File: config.mk
export PLATFORM = sky130hd
export DESIGN_NAME = gcoc_step_unit
export DESIGN_NICKNAME = d
export VERILOG_FILES = /design/src/gcoc_pkg.sv /design/src/gcoc_step_unit.sv
export SDC_FILE = /design/constraint.sdc
export NUM_CORES = 1
export LEC_CHECK = 0
export BUFFER_PORTS_ARGS = -buffer_cell sky130_fd_sc_hd__clkbuf_2
export CORE_AREA = 2 2 107 109
export DETAILED_ROUTE_END_ITERATION = 8
export DIE_AREA = 0 0 109 111
export GPL_ROUTABILITY_DRIVEN = 0
export PLACE_DENSITY = 0.55
export SLEW_MARGIN = 30
export SYNTH_ARGS = -nofsm -noshare
export SYNTH_HDL_FRONTEND = slang
export SYNTH_SLANG_ARGS = --single-unit
File: constraint.sdc
create_clock -name vclk -period 8.2
set_input_delay 2.46 -clock vclk [all_inputs]
set_output_delay 2.46 -clock vclk [all_outputs]
set_load 0.005 [all_outputs]
File: src/gcoc_pkg.sv
`default_nettype none
package gcoc_pkg;

   localparam int CountWidth = 15;

   localparam logic [1:0] MODE_SEQ    = 2'd0;
   localparam logic [1:0] MODE_PAT    = 2'd1;
   localparam logic [1:0] MODE_RUN    = 2'd2;
   localparam logic [1:0] MODE_UNUSED = 2'd3;

   localparam logic [1:0] CSR_GAP_MASK_0 = 2'd0;
   localparam logic [1:0] CSR_GAP_MASK_1 = 2'd1;
   localparam logic [1:0] CSR_GAP_MASK_2 = 2'd2;
   localparam logic [1:0] CSR_GAP_MASK_3 = 2'd3;

   typedef struct packed {
      logic [1:0] mode;
      logic [7:0] symbol;
      logic       start_new;
   } req_type;

   typedef struct packed {
      logic [CountWidth-1:0] occurrences;
      logic                  input_truncated;
   } rsp_type;

   // Verdict of the compare unit for one scanned position.
   typedef struct packed {
      logic hit;
      logic violate;
      logic gap_ok_next;
   } step_type;

endpackage
`default_nettype wire

File: src/gcoc_step_unit.sv
`default_nettype none
module gcoc_step_unit
   import gcoc_pkg::*;
(
   input  wire logic [7:0]   seq_byte,
   input  wire logic [7:0]   pat_byte,
   input  wire logic         used,
   input  wire logic         gap_ok,
   input  wire logic         first_symbol,
   input  wire logic [255:0] gap_set,
   output step_type          step
);

   always_comb begin
      step.hit         = (seq_byte == pat_byte) && !used;
      step.violate     = step.hit && !first_symbol && !gap_ok;
      // A byte passed over without a match lies between two matched positions.
      step.gap_ok_next = step.hit ? 1'b1 : (gap_ok && gap_set[seq_byte]);
   end

endmodule
`default_nettype wire

==> metrics <==
final wirelength=approximately 13000 um; DRC Markers=0; Layout clock buffers=0; Final nets=about 760; Startpoint Class=input port; Port Buf Inserts=~280; register area share after synthesis=0%; Final Hold Viols=0; pin count of the biggest net entering global routing=35; CP endpoint kind=output port; Worst Tran Pin Value=0.6609 ns; P_leak=1.932 nW; Yosys Warn Count=0; Via Count=3178; Final min period=between 7 and 8 ns; Post-Syn Instances=about 220; detailed-route vias per instance=5.085; critical setup path kind=input port to output port; fillers=approximately 1.2k; Core Box Area=approximately 11000 um^2; Post-Synthesis Net Count=about 500; post-CTS sizing=0; IO Count=~280; Die Wd=roughly 110 um; Hold Crit Class=input port to output port; Die H=roughly 110 um; GRT Residual Overflow=0; number of global-route vias before repair=3298; layout cells sized above 1=a little over two thirds; antenna violations before repair=0; Hold-fix buffers, CTS=0; FF+latch area=0 um^2; Post-CTS Setup Inserts=0; maxcap violations=0; Post-Syn Area per Cell=around 11 um^2; Initial Util=21.61%; Mapped Area=2394 um^2; Slew HR=between 50% and 60%; ratio of final minimum period to clock period=87.54%; RSZ-0062 raised after global routing=no; pwr dens=between 50 and 60 nW/um^2; total track usage=19.61%; Final Util=around a third; CP required=roughly 5.7 ns; post-synthesis cell type count=45; Rows=39; total negative slack=0 ns; Max Slew Vio Count=0; DRT Pass-1 Iters=5; die area=approximately 12000 um^2; Antenna diodes=0; Iter 0 DRT Violations=121; DR WL/cell=approximately 20 um; Final setup viols=0; Critical Path AT=4.72 ns; most frequent cells in the layout=clkbuf_2, mux4_2, mux2i_1, o221ai_1, a21oi_1; Final ANT Viol Nets=0; commonest non-fill, non-tap cell in the layout=clkbuf_2; status=finished, final reports clean; fmax=139.3 MHz; Syn-to-layout area delta=59.85%; first-pass GRT wire length=17970 um; crit path max fanout=34; FF+latch count=0; Final HPWL DP=between 10000 and 15000 um; Max IR drop VDD=approximately 0.000023 V
metrics by stage:
| step | hold slack (ns) | total power [mW] | instances | setup WS (ns) | instance area [um^2] |
|---|---|---|---|---|---|
| global route | 5.150 | 0.2102 | 625 | 0.9119 | 3826 |
| finish | 5.136 | 0.1931 | 625 | 1.021 | 3826 |
| detailed placement | 5.138 | 0.1953 | 625 | 1.044 | 3826 |
| CTS | 5.139 | 0.1963 | 625 | 1.038 | 3826 |
| floorplan | 4.954 | 0.1063 | 223 | 1.874 | 2394 |
| global placement | 5.140 | 0.1933 | 625 | 1.058 | 3826 |
metal layers:
| metal | wire length [um] | GRT usage, % | vias to the layer above |
|---|---|---|---|
| li1 | - | - | 1488 |
| met1 | 4698 | 22.03 | 1481 |
| met2 | 6628 | 38.34 | 193 |
| met3 | 1109 | 3.233 | 16 |
| met4 | 162 | 2.821 | 0 |
| met5 | 0 | 0 | - |
power by group:
group	internal, mW	switching (mW)
Clock	0	0
Combinational	0.110	0.0826
Sequential	0	0
Total	0.110	0.0826
critical path: stages:
cell and delay, ns:
clkbuf_2 0.34, buf_4 0.50, mux4_2 0.37, a221oi_1 0.30
o21ai_0 0.17, nand4_1 0.18, nand3b_1 0.12, o2111ai_1 0.10
clkbuf_2 0.15
synthesized netlist by cell type (all sizes together):
library cell  instances  area (um^2)
o31a                  1        8.760
mux4                 46         1036
a211oi                1        7.510
o2111ai               1        8.760
nand4                 4        25.02
nand3                 6        30.03
a22o                  1        8.760
clkbuf                8        30.03
o21ai                 5        25.02
a22oi                 4        30.03
o311ai                1        8.760
and4                  1        8.760
nand3b                2        15.01
o22ai                 8        50.05
xnor2                 7        61.31
or3                   1        6.260
and2                  4        25.02
o21bai                1        7.510
o221ai               16        152.7
o211ai                3        27.52
nand2b                2        12.51
nor2b                 4        25.02
xor2                  1        8.760
nor3                  5        25.02
nor2                  2        7.510
nand2                 7        28.78
mux2i                36        360.4
o31ai                 1        7.510
a31oi                 1        6.260
a221oi                2        17.52
inv                   7        26.28
a41oi                 2        17.52
a21oi                10        50.05
a311oi                2        17.52
or4                   1        7.510
buf                  17        180.2
mux2                  2        22.52
area by class of cell:
class	count	area [um^2]	share of cell area (%)
multi-input combinational	191	2157	56.38
timing repair buffer	284	1464	38.26
tap	143	178.9	4.676
inverter	7	26.28	0.6867
kinds of logic (layout without fill, tap and decap cells):
kind of cell,Yosys count,after routing,synth area share (%)
AND/OR/NAND/NOR,39,39,9.043
multiplexers,84,84,59.28
buffers and inverters,32,291,9.880
AO/OA/AOI/OAI,60,60,18.87
XOR/XNOR,8,8,2.927
path summary, 6_finish.rpt:
check | end | depth (start not counted) | slack [ns] | startpoint
worst min-delay path | step[1] | 3 | 5.14 | first_symbol
worst max-delay path | step[0] | 9 | 1.02 | seq_byte[1]
No activity file was read; power rests on OpenSTA's default activity.
