$ cat config.mk
export PLATFORM = sky130hd
export DESIGN_NAME = gcoc_ram
export DESIGN_NICKNAME = d
export VERILOG_FILES = /design/src/gcoc_ram.sv
export SDC_FILE = /design/constraint.sdc
export NUM_CORES = 1
export LEC_CHECK = 0
export ABC_AREA = 1
export BUFFER_PORTS_ARGS = -buffer_cell sky130_fd_sc_hd__buf_2
export CAP_MARGIN = 10
export CORE_ASPECT_RATIO = 1.2
export CORE_MARGIN = 2
export CORE_UTILIZATION = 60
export DETAILED_ROUTE_END_ITERATION = 12
export PLACE_DENSITY = 0.8
export SYNTH_ARGS = -nofsm -noshare
export SYNTH_HDL_FRONTEND = slang
export SYNTH_SLANG_ARGS = --single-unit
$ cat constraint.sdc
create_clock -name clock -period 2.5 [get_ports clock]
set_input_delay 0.25 -clock clock [delete_from_list [all_inputs] [get_ports clock]]
set_output_delay 0.25 -clock clock [all_outputs]
set_load 0.01 [all_outputs]
$ cat src/gcoc_ram.sv
`default_nettype none
module gcoc_ram #(
   parameter int DEPTH = 64,
   parameter int WIDTH = 8,
   localparam int AW = (DEPTH > 1) ? $clog2(DEPTH) : 1
) (
   input  wire logic             clock,
   input  wire logic             wr_en,
   input  wire logic [AW-1:0]    wr_addr,
   input  wire logic [WIDTH-1:0] wr_data,
   input  wire logic [AW-1:0]    rd_addr,
   output logic      [WIDTH-1:0] rd_data
);

   logic [WIDTH-1:0] mem [DEPTH];

   always_ff @(posedge clock) begin
      if (wr_en) begin
         mem[wr_addr] <= wr_data;
      end
      rd_data <= mem[rd_addr];
   end

endmodule
`default_nettype wire

==> impl_results.rst, run 1 <==
.. list-table::
   :header-rows: 1

   * - Metric
     - Value
   * - Met1 WL
     - 18,600 µm
   * - Post-synthesis area per instance
     - about 12 µm²
   * - Sum of overflow across all layers after global routing
     - 0
   * - Cell at the root of the clock tree
     - sky130_fd_sc_hd__clkbuf_16
   * - Static leakage
     - 8.71 nW
   * - Most frequent cells in the layout
     - sky130_fd_sc_hd__nand2_1 (648), sky130_fd_sc_hd__edfxtp_1 (512), sky130_fd_sc_hd__nand3_1 (439), sky130_fd_sc_hd__buf_4 (95), sky130_fd_sc_hd__nor2_1 (56)
   * - Worst Max-Slew Pin Slew
     - around 0.9 ns
   * - Yosys Warn Count
     - 0
   * - Via count of the first global-routing pass
     - 14,767
   * - Most frequent standard cell in the layout excluding fill and tap cells
     - sky130_fd_sc_hd__nand2_1
   * - Clock Pin Slew Worst Setup and Hold Paths
     - around 0.060 ns
   * - Crit path DAT
     - a little over 2 ns
   * - Worst Clk Skew
     - approximately 0.031 ns
   * - Cts bufs inserted
     - 48
   * - Total die area
     - roughly 37,000 µm²
   * - Top delay family on crit path
     - simple AND/OR/NAND/NOR gates
   * - Slowest cell on crit path
     - sky130_fd_sc_hd__buf_12
   * - Post-layout worst setup margin
     - around 1 ns
   * - Post-Synthesis Cells
     - between 1,500 and 2,000
   * - Hold violation count in the final report
     - 0
   * - Post-synth top area share
     - 0.720
   * - Number of antenna violations at the first check in global routing
     - 4
   * - Unrepaired setup endpoints after global routing
     - no
   * - Category of the most critical setup path
     - primary input to flop
   * - Post-CTS resize count
     - 0
   * - Total detailed-routing wirelength
     - 52,700 µm
   * - Hold crit path type
     - primary input to flop
   * - Number of buffers inserted by port buffering
     - 29
   * - Worst-case setup slack after placement
     - 0.525 ns
   * - Area Growth Syn to Fin
     - 11.3%
   * - Nets@finish
     - 1,898
   * - Power per cell area
     - approximately 760 nW/µm²
   * - Num ports
     - 30
   * - Starting density of the core
     - 0.610
   * - Clock period minus worst slack
     - ~1.5 ns
   * - Fraction of the cycle the final worst path needs
     - 0.611
   * - Startpoint kind of the worst setup timing path
     - primary input
   * - Average via count per standard cell
     - 6.14
   * - Worst-skew pair later-pin latency
     - about 0.57 ns
   * - Number of nets in the synthesized netlist
     - around 1,800
   * - CTS HTree Levels
     - 2
   * - Top cells by area, synth
     - sky130_fd_sc_hd__edfxtp_1 (72%), sky130_fd_sc_hd__nand2_1 (11%), sky130_fd_sc_hd__nand3_1 (10%), sky130_fd_sc_hd__buf_6 (1.8%), sky130_fd_sc_hd__nor2_1 (0.99%)
   * - Detailed Route Iter0 Violations
     - about 2,000
   * - Largest stage delay on the critical path
     - about 0.43 ns
   * - Cell breakdown of the critical path
     - buf_6, buf_12, nand2_1, nand3_1, nand3_1, nand2_1, nand2_1, nand3_1, nand3_1, nand2_1
   * - Highest metal layer with signal wires
     - met5
   * - Pin count of the biggest net entering global routing
     - roughly 160
   * - Post-Syn Area
     - about 21,000 µm²
   * - Remaining routing DRC violations
     - 0
   * - Maximum net fanout on the critical path
     - 162
   * - Max clock buf depth
     - 3
   * - DP Wirelength
     - ~31,000 µm
   * - Remaining number of nets flagged by the antenna check after routing
     - 0
   * - Total number of vias
     - about 15,000
   * - Critical Path RT
     - roughly 3.0 ns
   * - Placeable Area
     - about 35,000 µm²
   * - Count of state elements after synthesis
     - 520
   * - Wire length of the first global-routing pass
     - a little over 80,000 µm
   * - Largest area contributor in the netlist
     - sky130_fd_sc_hd__edfxtp_1
   * - Global-route usage over all layers
     - 0.289
   * - Final Wtd Congestion
     - slightly above 0.9
   * - Result of the run
     - completed
   * - Type of element capturing the critical path
     - flop
   * - Number of sinks handled by clock tree synthesis
     - between 500 and 600
   * - Routed length on met2
     - approximately 26,000 µm
   * - Drt pass-1 iters
     - 6
   * - Final setup viols
     - 0
   * - Share of post-route cells with drive strength above 1
     - 0.107
   * - Distinct cell type count after synthesis
     - 16
   * - Rows
     - 75
   * - Portion of the post-synthesis area used by sequential elements
     - 0.728
   * - Wire length on met3
     - between 5000 and 6000 µm
   * - Number of post-CTS setup repair buffers
     - 0
   * - WL per Instance
     - about 22 µm
   * - Max-Slew Margin vs Limit
     - 0.402
   * - Count of fill cells added during filler insertion
     - around 2,300
   * - Maximum operating frequency
     - approximately 660 MHz
   * - Total Neg Setup Slack
     - 0 ns
   * - Number of buffers inserted by hold repair at cts
     - 0
   * - TritonCTS clock tree
     - built
   * - Largest voltage drop on the vdd net
     - 0.691 mV
   * - Number of buffers and inverters on the critical path
     - 2
   * - Y dimension of the die
     - around 210 µm
   * - Number of violations of the max-capacitance limit
     - 0
   * - Die boundary width
     - ~180 µm
   * - Max Slew Vio Count
     - 0
==> stage by stage <==
| stage | hold WS [ns] | total power, mW | instance area, µm² | std cells | utilization |
|---|---|---|---|---|---|
| 6_report | 0.0335 | 18.1 | 23800 | 2377 | 0.679 |
| 5_1_grt | 0.0400 | 18.6 | 23700 | 2374 | 0.678 |
| 4_1_cts | 0.0164 | 18.1 | 23700 | 2374 | 0.678 |
| 3_5_place_dp | 0.614 | 11.0 | 22200 | 2288 | 0.634 |
| 3_3_place_gp | 0.616 | 10.9 | 22200 | 2288 | 0.634 |
| 2_1_floorplan | 0.349 | 10.5 | 21300 | 1805 | - |
==> report_power, final <==
group / internal, mW / switching, mW
Sequential: 9.64 / 0.0366
Clock: 4.21 / 3.08
Combinational: 0.301 / 0.841
Total: 14.2 / 3.96
==> state kept, by name, summed over array words and instances (netlist names) <==
name and cells:
mem 512, rd_data 8
==> synth_stat cells <==
library cell and n:
sky130_fd_sc_hd__clkbuf_1 15, sky130_fd_sc_hd__nor2_1 56, sky130_fd_sc_hd__buf_8 2, sky130_fd_sc_hd__nand3_1 439, sky130_fd_sc_hd__nor4_1 8, sky130_fd_sc_hd__inv_6 1
sky130_fd_sc_hd__inv_2 1, sky130_fd_sc_hd__edfxtp_1 512, sky130_fd_sc_hd__buf_6 35, sky130_fd_sc_hd__buf_4 14, sky130_fd_sc_hd__nand2_1 648, sky130_fd_sc_hd__buf_1 10
sky130_fd_sc_hd__inv_1 10, sky130_fd_sc_hd__nand4_1 9, sky130_fd_sc_hd__dfxtp_1 8, sky130_fd_sc_hd__buf_2 37
==> cell families (layout without fill, tap and decap cells) <==
| group | after synthesis | count (layout) | share of synthesized area |
|---|---|---|---|
| and+or+nand+nor | 1160 | 1160 | 0.232 |
| DFF | 520 | 520 | 0.728 |
| buffers and inverters | 125 | 232 | 0.0402 |
| other | 0 | 3 | 0 |
==> layer usage <==
layer / track usage / up-vias
li1: - / 6475
met1: 0.362 / 7019
met2: 0.479 / 894
met3: 0.0601 / 199
met4: 0.151 / 4
met5: 0 / -
==> final timing paths <==
path / from / to / slack [ns] / cells after the start
hold / removal: rd_addr[5] / rd_data[0] / 0.03 / 3
setup / recovery: rd_addr[0] / rd_data[5] / 0.97 / 10
setup reg to reg: mem[55][7] / rd_data[7] / 1.12 / 8
hold reg to reg: mem[44][0] / rd_data[0] / 0.81 / 8
==> worst register-to-register path, delay by kind of cell, from the launching register on <==
| family | cells | cell delay [ns] |
|---|---|---|
| AND/OR/NAND/NOR | 8 | 0.88 |
| flip-flops | 1 | 0.36 |
==> cell type report <==
class	instances	area, µm²	area share
flip-flops and latches	520	15500	0.654
multi-input cells	1160	4950	0.208
clock buffers	58	1260	0.0530
repair buffers	134	1080	0.0455
well taps	462	578	0.0243
clock inverters	28	294	0.0124
inverters	12	52.6	0.00221
diodes	3	7.51	0.000316
Note: power is estimated with default switching activity, not from simulation.
==> run 2, diff against run 1 <==
--- a/config.mk
+++ b/config.mk
@@ -10,7 +10,7 @@
 export CAP_MARGIN = 10
 export CORE_ASPECT_RATIO = 1.2
 export CORE_MARGIN = 2
-export CORE_UTILIZATION = 60
+export CORE_UTILIZATION = 57
 export DETAILED_ROUTE_END_ITERATION = 12
 export PLACE_DENSITY = 0.8
 export SYNTH_ARGS = -nofsm -noshare
==> constraint.sdc (replaced) <==
create_clock -name clock -period 1.37 [get_ports clock]
set_input_delay 0.137 -clock clock [delete_from_list [all_inputs] [get_ports clock]]
set_output_delay 0.137 -clock clock [all_outputs]
set_load 0.01 [all_outputs]
==> impl_results.rst, run 2 (synthesis gave the netlist of run 1 again) <==
.. list-table::
   :header-rows: 1

   * - Metric
     - Value
   * - Total Neg Setup Slack
     - 0 ns
   * - Maximum operating frequency
     - between 700 and 800 MHz
   * - Critical Path RT
     - about 1.8 ns
   * - Result of the run
     - completed
   * - Number of antenna violations at the first check in global routing
     - 2
   * - Total power of the final layout
     - about 33 mW
   * - Final setup viols
     - 0
   * - Fin cells
     - 2,448
   * - Top Registers
     - mem (512), rd_data (8)
   * - Startpoint kind of the worst setup timing path
     - flop
   * - Post-layout worst setup margin
     - 0.0380 ns
   * - Worst Max-Slew Pin Slew
     - just under 0.7 ns
   * - Number of buffers inserted by port buffering
     - 29
   * - Via count of the first global-routing pass
     - between 10,000 and 15,000
   * - Clock period minus worst slack
     - roughly 1.3 ns
   * - Cell breakdown of the critical path
     - nand2_1, nand3_1, nand3_1, nand2_1, nand2_1, nand3_1, nand3_1, nand2_1
   * - Placed Cells
     - between 2,000 and 2,500
   * - TritonCTS clock tree
     - built
   * - Nets@finish
     - 1,958
   * - Flip-flop count of the largest register after layout
     - slightly above 500
   * - Average via count per standard cell
     - 6.04
   * - Worst-skew pair later-pin latency
     - between 0.5 and 0.6 ns
   * - Global-route usage over all layers
     - 0.276
   * - Crit path DAT
     - approximately 1.8 ns
   * - Pin count of the biggest net entering global routing
     - 65
   * - Reg-to-reg startpoint
     - mem[49][1]
   * - Worst-case register-to-register setup slack
     - approximately 0.038 ns
   * - Number of sinks handled by clock tree synthesis
     - 520
   * - Cell at the root of the clock tree
     - sky130_fd_sc_hd__clkbuf_16
   * - Total detailed-routing wirelength
     - roughly 53,000 µm
   * - Total die area
     - between 30,000 and 40,000 µm²
   * - Y dimension of the die
     - between 200 and 250 µm
   * - Rows
     - between 70 and 80
   * - Max-Slew Margin vs Limit
     - 0.537
   * - Launch instance of the worst min-delay path
     - wr_data[6]
   * - Clock Pin Slew Worst Setup and Hold Paths
     - around 0.070 ns
   * - Final Wtd Congestion
     - 0.932
   * - Detailed Route Iter0 Violations
     - between 1,500 and 2,000
   * - Register ranked first by flip-flop count
     - mem
   * - Remaining number of nets flagged by the antenna check after routing
     - 0
   * - Starting density of the core
     - 0.578
   * - Maximum net fanout on the critical path
     - 1
   * - Fraction of the cycle the final worst path needs
     - 0.972
   * - Total number of vias
     - 14,794
   * - Sum of overflow across all layers after global routing
     - 0
   * - Slowest cell on crit path
     - sky130_fd_sc_hd__edfxtp_1
   * - Worst-case setup slack after placement
     - -0.245 ns
   * - Number of buffers and inverters on the critical path
     - 0
   * - Number of violations of the max-capacitance limit
     - 0
   * - Final core area utilization
     - 0.675
   * - Max Slew Vio Count
     - 0
   * - Endpoint of the most critical register-to-register path
     - rd_data[1]
   * - Share of post-route cells with drive strength above 1
     - 0.166
   * - Worst Hold Path EP
     - mem[32][6]
   * - Placeable Area
     - 36,900 µm²
   * - Hold crit path type
     - primary input to flop
   * - Power per cell area
     - about 1300 nW/µm²
   * - Largest stage delay on the critical path
     - approximately 0.39 ns
   * - Top delay family on crit path
     - simple AND/OR/NAND/NOR gates
   * - Category of the most critical setup path
     - flop to flop
   * - CTS HTree Levels
     - 2
   * - Most frequent cells in the layout
     - sky130_fd_sc_hd__nand2_1 (647), sky130_fd_sc_hd__edfxtp_1 (512), sky130_fd_sc_hd__nand3_1 (433), sky130_fd_sc_hd__buf_4 (118), sky130_fd_sc_hd__buf_12 (49)
   * - Static leakage
     - ~9.1 nW
   * - Count of fill cells added during filler insertion
     - approximately 2,400
   * - Remaining routing DRC violations
     - 0
   * - Cells on Worst Hold Path
     - 2
   * - DP Wirelength
     - approximately 32,000 µm
   * - Drt pass-1 iters
     - 6
   * - Num ports
     - 30
   * - Most frequent standard cell in the layout excluding fill and tap cells
     - sky130_fd_sc_hd__nand2_1
   * - Cts bufs inserted
     - between 40 and 50
   * - Type of element capturing the critical path
     - flop
   * - WL per Instance
     - between 20 and 25 µm
   * - Wire length of the first global-routing pass
     - ~83,000 µm
   * - Hold violation count in the final report
     - 0
   * - Worst Clk Skew
     - 0.0227 ns
   * - FF-to-FF path depth
     - 8
   * - Die boundary width
     - about 180 µm
   * - Area Growth Syn to Fin
     - 16.6%
   * - Max clock buf depth
     - 3
   * - Largest voltage drop on the vdd net
     - 0.837 mV
-- run 2: cell types whose count changed in the layout (fill, tap and decap cells not counted), moves of 3 or more --
cell,before,now
sky130_fd_sc_hd__buf_12,11,49
sky130_fd_sc_hd__nand3_2,0,6
sky130_fd_sc_hd__inv_1,9,6
sky130_fd_sc_hd__nor4_1,8,0
sky130_fd_sc_hd__buf_4,95,118
sky130_fd_sc_hd__nand3_1,439,433
sky130_fd_sc_hd__nor2_2,0,28
sky130_fd_sc_hd__nor4_2,0,6
sky130_fd_sc_hd__nor2_1,56,15
sky130_fd_sc_hd__bufinv_16,6,3
sky130_fd_sc_hd__clkinv_2,7,15
sky130_fd_sc_hd__nor2_4,0,13
-- run 2: how the worst max path moves through the flow --
stage                           from          to  slack, ns  cells after the start
after floorplan                wr_en  mem[48][0]      -0.32                      3
after global placement    rd_addr[0]  rd_data[3]      -0.21                     11
after detailed placement  rd_addr[0]  rd_data[3]      -0.25                     11
after CTS                 mem[19][0]  rd_data[0]       0.03                      8
after global routing      mem[18][3]  rd_data[3]      -0.01                      8
final                     mem[49][1]  rd_data[1]       0.04                      8
-- run 2: worst reg2reg max path: stages (launching register included) --
cell	delay [ns]
sky130_fd_sc_hd__edfxtp_1	0.39
sky130_fd_sc_hd__nand2_1	0.09
sky130_fd_sc_hd__nand3_1	0.07
sky130_fd_sc_hd__nand3_1	0.10
sky130_fd_sc_hd__nand2_1	0.11
sky130_fd_sc_hd__nand2_1	0.09
sky130_fd_sc_hd__nand3_1	0.13
sky130_fd_sc_hd__nand3_1	0.17
sky130_fd_sc_hd__nand2_1	0.07
-- run 2: per-stage QoR --
stage | hold WS, ns | area (µm²)
floorplan | 0.236 | 21700
global route | 0.0953 | 24900
global placement | 0.517 | 23400
detailed placement | 0.517 | 23400
CTS | 0.0874 | 24900
finish | 0.0953 | 24900
-- run 2: routing by layer --
metal  vias to the layer above  wire length (µm)  track usage
li1                       6618                 -            -
met1                      7105             19300        0.361
met2                       891             26400        0.463
met3                       178              4990       0.0434
met4                         2              2470        0.118
met5                         -                 7            0
-- run 2: repair_timing --
action | 4_1_cts | 5_1_grt
gates cloned | 0 | 0
setup endpoints to repair | 1 | 3
pin swaps | 0 | 0
resized for setup | 1 | 6
endpoints found under the hold margin | 5 | 0
setup buffers | 0 | 0
hold buffers | 1 | 0
-- run 2: layout make-up --
cell class                      instances  area, µm²  area share
Clock inverter                         29        220     0.00885
Tap cell                              474        593      0.0238
Multi-Input combinational cell       1160       5210       0.209
Timing Repair Buffer                  196       2020      0.0813
Inverter                               12       71.3     0.00287
Antenna cell                            1       2.50    0.000101
Clock buffer                           56       1230      0.0494
Sequential cell                       520      15500       0.624
-- run 2: power by group --
group | total (mW) | internal, mW | switching, mW | leakage (nW)
combinational | 2.44 | 0.777 | 1.66 | 3.74
sequential | 17.7 | 17.6 | 0.0578 | 4.67
clock | 12.5 | 6.97 | 5.52 | 0.725
total | 32.6 | 25.3 | 7.24 | 9.14
==> run 3, diff against run 2 <==
--- a/config.mk
+++ b/config.mk
@@ -10,9 +10,10 @@
 export CAP_MARGIN = 10
 export CORE_ASPECT_RATIO = 1.2
 export CORE_MARGIN = 2
-export CORE_UTILIZATION = 57
+export CORE_UTILIZATION = 59
+export CTS_BUF_LIST = sky130_fd_sc_hd__clkbuf_4 sky130_fd_sc_hd__clkbuf_8
 export DETAILED_ROUTE_END_ITERATION = 12
-export PLACE_DENSITY = 0.8
+export PLACE_DENSITY = 0.82
 export SYNTH_ARGS = -nofsm -noshare
 export SYNTH_HDL_FRONTEND = slang
 export SYNTH_SLANG_ARGS = --single-unit
==> impl_results.rst, run 3 (synthesis gave the netlist of run 1 again) <==
.. list-table::
   :header-rows: 1

   * - Metric
     - Value
   * - Result of the run
     - completed
   * - Y dimension of the die
     - around 210 µm
   * - Largest voltage drop on the vdd net
     - 0.613 mV
   * - Die boundary width
     - between 150 and 200 µm
   * - Cells on Worst Hold Path
     - 2
   * - Unrepaired setup endpoints after global routing
     - no
   * - Top Registers
     - mem (512), rd_data (8)
   * - Number of buffers inserted by port buffering
     - 29
   * - Launch instance of the worst min-delay path
     - wr_data[4]
   * - Starting density of the core
     - 0.597
   * - CTS HTree Levels
     - 3
   * - Global-route usage over all layers
     - 0.290
   * - Count of fill cells added during filler insertion
     - between 2,000 and 2,500
   * - Worst-case register-to-register setup slack
     - 0.03 ns
   * - Via count of the first global-routing pass
     - 14,805
   * - Cell at the root of the clock tree
     - sky130_fd_sc_hd__clkbuf_8
   * - Nets@finish
     - 1,972
   * - Max clock buf depth
     - 3
   * - DP Wirelength
     - 32,200 µm
   * - Total number of vias
     - about 15,000
   * - Cell area reported after detailed placement
     - 23,300 µm²
   * - Max Slew Vio Count
     - 0
   * - Category of the most critical setup path
     - flop to flop
   * - Pin count of the biggest net entering global routing
     - 65
   * - Cell area after layout
     - ~25,000 µm²
   * - Flip-flop count of the largest register after layout
     - 512
   * - Average via count per standard cell
     - between 6 and 7
   * - TritonCTS clock tree
     - built
   * - Number of violations of the max-capacitance limit
     - 0
   * - Storage cell area
     - between 15,000 and 20,000 µm²
   * - Register ranked first by flip-flop count
     - mem
   * - Worst Hold Path EP
     - mem[48][4]
   * - Startpoint kind of the worst setup timing path
     - flop
   * - Number of sinks handled by clock tree synthesis
     - 520
   * - Clock Pin Slew Worst Setup and Hold Paths
     - about 0.070 ns
   * - FF-to-FF path depth
     - 8
   * - Drt pass-1 iters
     - 6
   * - Max-Slew Margin vs Limit
     - 0.514
   * - Total detailed-routing wirelength
     - 53,300 µm
   * - Worst Clk Skew
     - approximately 0.020 ns
   * - Fin cells
     - 2,468
   * - Placed Cells
     - 2,342
   * - Final setup viols
     - 0
   * - Power per cell area
     - around 1300 nW/µm²
   * - Area Growth Syn to Fin
     - 15.6%
   * - Area taken by multi-input logic gates
     - 5200 µm²
   * - Fraction of the cycle the final worst path needs
     - 0.979
   * - Worst-skew pair later-pin latency
     - 0.60 ns
   * - Hold violation count in the final report
     - 0
   * - Maximum net fanout on the critical path
     - 1
   * - Reg-to-reg startpoint
     - mem[28][7]
   * - Remaining routing DRC violations
     - 0
   * - Placeable Area
     - about 36,000 µm²
   * - Clock period minus worst slack
     - about 1.3 ns
   * - Worst Max-Slew Pin Slew
     - ~0.73 ns
   * - Share of post-route cells with drive strength above 1
     - 0.175
   * - Number of post-CTS setup repair buffers
     - 0
   * - Endpoint of the most critical register-to-register path
     - rd_data[7]
   * - Rows
     - 76
   * - Cts bufs inserted
     - 73
   * - Wire length of the first global-routing pass
     - 81,700 µm
   * - Sum of overflow across all layers after global routing
     - 0
   * - WL per Instance
     - ~22 µm
   * - Crit path DAT
     - roughly 1.8 ns
   * - Most frequent cells in the layout
     - sky130_fd_sc_hd__nand2_1 (648), sky130_fd_sc_hd__edfxtp_1 (512), sky130_fd_sc_hd__nand3_1 (436), sky130_fd_sc_hd__buf_4 (103), sky130_fd_sc_hd__clkbuf_8 (76)
   * - Final Wtd Congestion
     - 0.923
   * - Type of element capturing the critical path
     - flop
   * - Total die area
     - 37,700 µm²
   * - Total power of the final layout
     - 31.4 mW
   * - Total Neg Setup Slack
     - 0 ns
   * - Final core area utilization
     - 0.690
   * - Remaining number of nets flagged by the antenna check after routing
     - 0
   * - Static leakage
     - about 9 nW
   * - Num ports
     - 30
   * - Number of antenna violations at the first check in global routing
     - 2
   * - Most frequent standard cell in the layout excluding fill and tap cells
     - sky130_fd_sc_hd__nand2_1
   * - Maximum operating frequency
     - roughly 750 MHz
   * - Detailed Route Iter0 Violations
     - ~2,400
   * - Hold crit path type
     - primary input to flop
   * - Critical Path RT
     - between 1.5 and 2 ns
run 3: worst max path at each step:
stage / slack, ns / start / cells after the start / to
floorplan: -0.32 / wr_en / 3 / mem[48][0]
global placement: -0.28 / wr_addr[2] / 5 / mem[42][3]
detailed placement: -0.36 / wr_addr[2] / 5 / mem[42][1]
CTS: 0.03 / mem[31][1] / 8 / rd_data[1]
global route: 0.001 / mem[27][3] / 8 / rd_data[3]
finish: 0.03 / mem[28][7] / 8 / rd_data[7]
run 3: timing repair:
action	4_1_cts	5_1_grt
setup endpoints to repair	0	1
hold buffers	1	0
resized for setup	0	3
hold endpoints to repair	8	0
run 3: final cells by class:
class	instances	area share
clock inverter	25	0.00472
tap	468	0.0237
timing repair buffer	183	0.0791
inverter	12	0.00284
clock buffer	99	0.0494
sequential	520	0.630
multi-input combinational	1160	0.211
antenna	1	0.000101
run 3: report_power, final:
group,internal (mW),switching (mW),total (mW)
Combinational,0.774,1.66,2.44
Sequential,17.6,0.0625,17.7
Clock,5.76,5.49,11.2
run 3: layer usage:
layer	vias to the layer above	part of all wire	GRT usage
met2	1112	0.49	0.479
met5	-	0.00021	0
met4	2	0.050	0.144
met3	223	0.11	0.0510
met1	6986	0.35	0.372
li1	6641	-	-
run 3: worst max-delay path, cell delays in order (launching register included):
cell	delay, ns
sky130_fd_sc_hd__edfxtp_1	0.40
sky130_fd_sc_hd__nand2_1	0.10
sky130_fd_sc_hd__nand3_1	0.07
sky130_fd_sc_hd__nand3_1	0.12
sky130_fd_sc_hd__nand2_1	0.09
sky130_fd_sc_hd__nand2_1	0.10
sky130_fd_sc_hd__nand3_1	0.11
sky130_fd_sc_hd__nand3_1	0.16
sky130_fd_sc_hd__nand2_1	0.09
run 3: through the flow:
stage,worst slack [ns],hold WS (ns)
floorplan,-0.320,0.236
global placement,-0.277,0.514
detailed placement,-0.363,0.521
CTS,0.0255,0.0460
global route,0.00116,0.0609
finish,0.0282,0.0540
